File: src/design/anti_replay_counter_table_top_assert.svh
// assertion macros for the anti-replay counter table
`ifndef ANTI_REPLAY_COUNTER_TABLE_TOP_ASSERT_SVH
`define ANTI_REPLAY_COUNTER_TABLE_TOP_ASSERT_SVH

// same-cycle implication, checked out of reset
`define ARCT_ASSERT_IMPLIES(name, ante, cons) \
  name: assert property (@(posedge clk_i) disable iff (!rst_ni) (ante) |-> (cons)) \
    else $error("arct assertion failed");

// next-cycle implication
`define ARCT_ASSERT_NEXT(name, ante, cons) \
  name: assert property (@(posedge clk_i) disable iff (!rst_ni) (ante) |=> (cons)) \
    else $error("arct assertion failed");

// implication with a delayed consequent
`define ARCT_ASSERT_AFTER2(name, ante, cons) \
  name: assert property (@(posedge clk_i) disable iff (!rst_ni) (ante) |-> ##2 (cons)) \
    else $error("arct assertion failed");

`endif

File: src/design/arct_pkg.sv
// shared types and constants of the anti-replay counter table
package arct_pkg;

  localparam int unsigned MAX_ADDRESS_DEF    = 247;
  localparam int unsigned NUM_DIRECTIONS_DEF = 3;

  localparam int unsigned ADDR_W  = 8;
  localparam int unsigned DIR_W   = 2;
  localparam int unsigned LEN_W   = 16;
  localparam int unsigned CTR_W   = 32;
  localparam int unsigned REQ_W   = 2;
  localparam int unsigned STAT_W  = 2;

  // outgoing counter advances by one per 16-byte block
  localparam int unsigned BLOCK_MASK  = 15;
  localparam int unsigned BLOCK_SHIFT = 4;
  localparam int unsigned BLK_W       = LEN_W + 1 - BLOCK_SHIFT;

  typedef enum logic [REQ_W-1:0] {
    REQ_RESET = 2'd0,
    REQ_OUT   = 2'd1,
    REQ_IN    = 2'd2
  } req_e;

  typedef enum logic [STAT_W-1:0] {
    STATUS_OK         = 2'd0,
    STATUS_REPLAY     = 2'd1,
    STATUS_BELOW_INIT = 2'd2,
    STATUS_BAD_ADDR   = 2'd3
  } status_e;

  typedef struct packed {
    logic out_vld;
    logic in_vld;
  } vld_t;

  typedef struct packed {
    logic [CTR_W-1:0] out_ctr;
    logic [CTR_W-1:0] in_mark;
  } cnt_t;

  typedef struct packed {
    logic clear;
    logic load;
    logic exec;
  } ctrl_cmd_t;

  typedef struct packed {
    logic clear_last;
  } dp_stat_t;

endpackage

File: src/design/arct_ctrl.sv
// sequencer: clearing pass, then idle and an execute state for each item
module arct_ctrl import arct_pkg::*; (
  input  logic      clk_i,
  input  logic      rst_ni,
  input  logic      start,
  input  dp_stat_t  stat_i,
  output ctrl_cmd_t cmd_o,
  output logic      busy,
  output logic      done_o
);

  typedef enum logic [1:0] {
    S_CLEAR,
    S_IDLE,
    S_EXEC
  } state_e;

  state_e state_q;
  logic   done_q;

  always_ff @(posedge clk_i or negedge rst_ni) begin
    if (!rst_ni) begin
      state_q <= S_CLEAR;
      done_q  <= 1'b0;
    end else begin
      done_q <= (state_q == S_EXEC);
      unique case (state_q)
        S_CLEAR: begin
          if (stat_i.clear_last) begin
            state_q <= S_IDLE;
          end
        end
        S_IDLE: begin
          if (start) begin
            state_q <= S_EXEC;
          end
        end
        S_EXEC: begin
          state_q <= S_IDLE;
        end
        default: begin
          state_q <= S_CLEAR;
        end
      endcase
    end
  end

  always_comb begin
    cmd_o.clear = (state_q == S_CLEAR);
    cmd_o.load  = (state_q == S_IDLE) && start;
    cmd_o.exec  = (state_q == S_EXEC);
  end

  assign busy   = (state_q != S_IDLE);
  assign done_o = done_q;

endmodule

File: config.mk
export PLATFORM = sky130hd
export DESIGN_NAME = arct_ctrl
export DESIGN_NICKNAME = d
export VERILOG_FILES = /design/src/design/anti_replay_counter_table_top_assert.svh /design/src/design/arct_pkg.sv /design/src/design/arct_ctrl.sv
export SDC_FILE = /design/constraint.sdc
export NUM_CORES = 1
export LEC_CHECK = 0
export BUFFER_PORTS_ARGS = -buffer_cell sky130_fd_sc_hd__buf_2
export CORE_AREA = 5 5 42 44
export DETAILED_ROUTE_END_ITERATION = 8
export DIE_AREA = 0 0 47 49
export GPL_TIMING_DRIVEN = 1
export HOLD_SLACK_MARGIN = 0.08
export PLACE_DENSITY_LB_ADDON = 0.15
export SLEW_MARGIN = 15
export SYNTH_ARGS = -nofsm -noshare
export SYNTH_HDL_FRONTEND = slang
export SYNTH_SLANG_ARGS = --single-unit
File: constraint.sdc
create_clock -name clk_i -period 2 [get_ports clk_i]
set_input_delay 0.2 -clock clk_i [delete_from_list [all_inputs] [get_ports clk_i]]
set_output_delay 0.2 -clock clk_i [all_outputs]
set_load 0.005 [all_outputs]
==> results.md, run 1 <==
* Total grt overflow at 0
* Outcome: complete, no violations
* Synthesized flop and latch total at 3
* CTS Buf Count at 3
* Least-Margin Pin Slew at 0.187 ns
* PostCTS Resize Cnt at 0
* Worst-Skew Late Latency at 0.23 ns
* Netlist Area Pre-Place at 123 µm²
* Most common cell in the netlist: nor2_1
* YS warnings at 0
* Vias per cell at 3.00
* Iteration-0 DRC Markers at 0
* Layout cell share with drive strength beyond 1 at 0.542
* # IOs at 9
* CTS root buffer: clkbuf_4
* Netlist cell types at 6
* Final nets at 29
* Antenna violations before repair at 0
* Post-synth top cells: nor2_1 (4), dfrtp_1 (3)
* Antenna cells at 0
* Post-synth EDFFs at 0
* Pwr/cell area at 1410 nW/µm²
* Synth async-reset ratio at 1.00
* RSZ-0062 raised after global routing: no
* Final Power at 0.310 mW
* Final worst slack at 0.785 ns
* CTS clk-pin slew, worst paths at 0.03 ns
* Placer Congestion at 0.563
* Syn nets at 15
* Area of the die at 2300 µm²
* Effective utilization at floorplan at 0.0875
* WP data arrival at 1.01 ns
* Yosys top cell area share at 0.612
* Worst vdd ir at 0.000429 V
* Skew final at 0.00239 ns
* Fin crit share at 0.607
* Synth-to-layout area growth at 78.6%
* Max FO, Critical Path at 4
* Maxcap violations at 0
* Endpoint type of the worst setup path: output port
* Largest net degree at the start of global routing at 5
* Slew margin rel. at 0.876
* Mapped Cells at 11
* Peak Freq at 0.823 GHz
* Avg Inst Size Synth at 11.1 µm²
* Setup crit start kind: flip-flop
* Vias in the first global route at 141
* # DRC at 0
* Util after Layout at 0.156
* Post-DR wirelength/cell at 7.53 µm
* PortBufs at 8
* Height of the chip at 49 µm
* Max H-tree Level at 1
* Post-DRT Antenna Nets at 0
* Max-slew violations at 0
* Die Span X at 47 µm
* Leak pwr at 0.119 nW
* Cell type with the largest total area after synthesis: dfrtp_1
* Final hold vios at 0
* Min-delay worst type: input pin to flip-flop
* Critical Path RT at 1.80 ns
* CTS Buffer Depth at 2
* Wire length of the first global-routing pass at 531 µm
* Sequential area share after synthesis at 0.612
* CORE AREA at 1400 µm²
* Clock tree sinks at 3
* Drt pass-1 iters at 1
* Synth area leaders: dfrtp_1 (61%), nor2_1 (12%), nand2b_4 (11%)
* Setup violators final at 0
* Row cnt at 14
* Setup TNS at 0 ns
* Total number of vias at 120
* CTS tree: yes
* Post-CTS Setup Repair Bufs at 0
* HPWL after DPL at 245 µm
* Period minus WS final at 1.21 ns
* DP Worst Slack at 1.02 ns
* Critical path type: flip-flop to output port
* Routed WL at 301 µm
* GRT Overall Usage at 0.0367
* Main synth FF type: dfrtp_1
area by class of cell:
| class | instances | area [µm²] |
|---|---|---|
| flip-flops and latches | 3 | 75.1 |
| well taps | 16 | 20.0 |
| clock buffers | 4 | 26.3 |
| inverters | 1 | 3.75 |
| multi-input cells | 7 | 43.8 |
| repair buffers | 9 | 50.0 |
| fillers | 164 | 1180 |
stage by stage:
step	hold slack (ns)	cells	instance area, µm²
6_report	0.189	40	219
5_1_grt	0.182	40	219
4_1_cts	0.183	40	219
3_5_place_dp	-0.00226	35	183
3_3_place_gp	-0.00257	35	183
2_1_floorplan	-0.0956	11	123
metal layers:
| metal | track usage | up-vias | part of all wire | wire, µm |
|---|---|---|---|---|
| met2 | 0.0294 | 9 | 0.27 | 80 |
| met5 | 0 | - | 0 | 0 |
| met3 | 0.0443 | 0 | 0.15 | 44 |
| li1 | - | 63 | - | - |
| met4 | 0.0276 | 0 | 0 | 0 |
| met1 | 0.0464 | 48 | 0.58 | 176 |
what timing repair did:
action / in CTS / in global routing
endpoints found under the setup margin: 0 / 0
hold endpoints to repair: 3 / 0
hold buffers: 1 / 0
power by group:
part	internal, mW	switching [mW]
clock	0.0745	0.0283
combinational	0.0572	0.0432
sequential	0.0823	0.0240
total	0.214	0.0955
sequential cells by signal, summed over array words and instances (netlist names):
signal / cells
state_q: 2
done_o: 1
worst paths after layout:
| kind | from | to | slack [ns] | cells after the start |
|---|---|---|---|---|
| worst max-delay path | state_q[0]$_DFFE_PN0P_ | cmd_o[0] | 0.79 | 2 |
| worst min-delay path | start | state_q[0]$_DFFE_PN0P_ | 0.19 | 2 |
| worst max register to register | state_q[1]$_DFFE_PN0P_ | state_q[0]$_DFFE_PN0P_ | 1.20 | 2 |
| worst min register to register | state_q[0]$_DFFE_PN0P_ | state_q[0]$_DFFE_PN0P_ | 0.57 | 1 |
| max in group asynchronous | rst_ni | state_q[1]$_DFFE_PN0P_ | 1.59 | 2 |
| min in group asynchronous | rst_ni | done_o$_DFF_PN0_ | 0.30 | 2 |
cell usage in the layout, fill, tap and decap left out, drive strengths merged:
| cell type | n |
|---|---|
| inv | 1 |
| o22ai | 1 |
| dlygate4sd3 | 1 |
| buf | 8 |
| nor2 | 4 |
| nand2b | 1 |
| and2b | 1 |
| dfrtp | 3 |
| clkbuf | 4 |
cells by family (layout without fill, tap and decap cells):
group                  count (synthesis)  in the layout  synth area share
buffers and inverters                  1             14            0.0306
and+or+nand+nor                        6              6             0.306
AOI/OAI and AO/OA                      1              1            0.0511
DFF                                    3              3             0.612
critical path: stages (launching register included):
cell	delay [ns]
dfrtp_1	0.42
and2b_2	0.24
buf_2	0.12
Note: power is estimated with default switching activity, not from simulation.
==> inputs of run 2 (changes only) <==
- clock period: 2 -> 1.05 ns (I/O delays scaled with it)
==> run 2 against run 1 <==
Net effect:
- the run now ends with negative setup slack left
- hold slack lost 0.056 ns
- clock skew grew 0.0032 ns
- sequential share of layout area shrank 5.6 points
- cell area grew 19%
- critical endpoint unchanged
==> results.md, run 2 (synthesis results as in run 1) <==
* Endpoint type of the worst setup path: output port
* Height of the chip at 49 µm
* Least-Margin Pin Slew at 0.148 ns
* RSZ-0062 raised after global routing: yes
* Cell family with most CP delay: flip-flops
* Slew margin rel. at 0.901
* Critical path type: flip-flop to output port
* Synth-to-layout area growth at 113%
* Met2 usage at 0.0452
* Min-delay worst type: input pin to flip-flop
* Flop2flop setup slack at 0.06 ns
* Gr busiest metal: met3
* Worst Hold End: state_q[1]$_DFFE_PN0P_
* Cell area after layout at 262 µm²
* Drt pass-1 iters at 2
* Wire length of the first global-routing pass at 572 µm
* Setup violators final at 3
* Maxcap violations at 0
* Placer Congestion at 0.564
* # DRC at 0
* GRT Overall Usage at 0.0415
* Leak pwr at 0.143 nW
* Total number of vias at 140
* # IOs at 9
* Vias per cell at 3.11
* Outcome: finished with violations
* Effective utilization at floorplan at 0.0875
* PortBufs at 8
* CTS root buffer: clkbuf_4
* Area of the die at 2300 µm²
* Setup crit start kind: flip-flop
* WP data arrival at 0.99 ns
* Skew final at 0.00555 ns
* Die Span X at 47 µm
* Max H-tree Level at 1
* Biggest register: state_q
* Worst reg2reg startpoint: state_q[0]$_DFFE_PN0P_
* Worst Hold Launch: start
* Routed WL at 378 µm
* Fin crit share at 1.04
* CTS clk-pin slew, worst paths at 0.04 ns
* Pwr/cell area at 2610 nW/µm²
* Period minus WS final at 1.10 ns
* CORE AREA at 1400 µm²
* Util after Layout at 0.187
* CTS tree: yes
* Reg2Reg Depth at 3
* CTS Buf Count at 3
* Antenna cells at 0
* Commonest non-fill, non-tap cell in the layout: buf_2
* CTS Buffer Depth at 2
* Worst Hold Slack at 0.134 ns
* Sum of buffers and inverters on the critical path at 1
* Critical Path RT at 0.94 ns
* Hold path depth at 3
* Max-slew violations at 0
* Worst-Skew Late Latency at 0.23 ns
* Max FO, Critical Path at 3
* Antenna violations before repair at 0
* Area post-placement at 183 µm²
* Largest net degree at the start of global routing at 5
* Row cnt at 14
* HPWL after DPL at 292 µm
* DP Worst Slack at 0.161 ns
* CP Cell Sequence: and2b_2 > buf_2
* CP max-delay cell: dfrtp_1
* R2R Path End: done_o$_DFF_PN0_
* Layout cell share with drive strength beyond 1 at 0.621
* Grt met1 use at 0.0396
* Final nets at 34
* Worst vdd ir at 0.000750 V
* Most frequent cells in the layout: buf_2 (8), buf_4 (4), nor2_1 (3), clkbuf_4 (3), dfrtp_1 (3)
* Vias in the first global route at 153
* Setup TNS at -0.101 ns
* Post-DRT Antenna Nets at 0
* Iteration-0 DRC Markers at 1
* Post-DR wirelength/cell at 8.40 µm
* Failing checks: negative setup slack
* Total grt overflow at 0
* Clock tree sinks at 3
* Peak Freq at 0.912 GHz
* Final worst slack at -0.0470 ns
* Max FFs per register at 2
* GR Layer Usage met3 at 0.0554
* Largest stage delay, worst path at 0.40 ns
* Final hold vios at 0
-- run 2: area by class of cell --
cell class	instances	area, µm²
clock buffers	4	26.3
fillers	172	1140
repair buffers	14	90.1
well taps	16	20.0
multi-input cells	7	46.3
flip-flops and latches	3	75.1
inverters	1	3.75
-- run 2: where the power goes --
part	internal (mW)	switching, mW	total (mW)
logic	0.183	0.105	0.288
registers	0.157	0.0371	0.194
clock network	0.142	0.0578	0.200
total	0.482	0.200	0.682
-- run 2: worst max-delay path by stage --
stage | from | endpoint | slack [ns] | depth (start not counted)
floorplan | state_q[0]$_DFFE_PN0P_ | done_o$_DFF_PN0_ | 0.30 | 1
global placement | state_q[0]$_DFFE_PN0P_ | cmd_o[0] | 0.18 | 2
detailed placement | state_q[0]$_DFFE_PN0P_ | cmd_o[0] | 0.16 | 2
CTS | state_q[0]$_DFFE_PN0P_ | cmd_o[0] | -0.07 | 2
global route | state_q[1]$_DFFE_PN0P_ | cmd_o[1] | -0.1 | 3
finish | state_q[0]$_DFFE_PN0P_ | cmd_o[0] | -0.05 | 2
-- run 2: per-stage QoR --
step | power [mW] | cells
after global placement | 0.394 | 35
after CTS | 0.683 | 44
after global routing | 0.745 | 45
after floorplan | 0.296 | 11
after detailed placement | 0.394 | 35
final | 0.682 | 45
-- run 2: layer usage --
metal	wire length (µm)	part of all wire	vias up
met3	77	0.20	0
li1	-	-	69
met2	157	0.42	11
met5	0	0	-
met1	144	0.38	60
met4	0	0	0
-- run 2: worst min-delay path, delay by kind of cell --
| family | cells | cell delay [ns] |
|---|---|---|
| buf+inv | 2 | 0.17 |
| simple gates | 1 | 0.05 |
-- run 2: timing repair --
action | 4_1_cts | 5_1_grt
endpoints found under the hold margin | 4 | 0
setup endpoints to repair | 2 | 4
buffers inserted | 3 | 1
gates cloned | 0 | 0
hold buffers | 2 | 0
resized for setup | 0 | 1
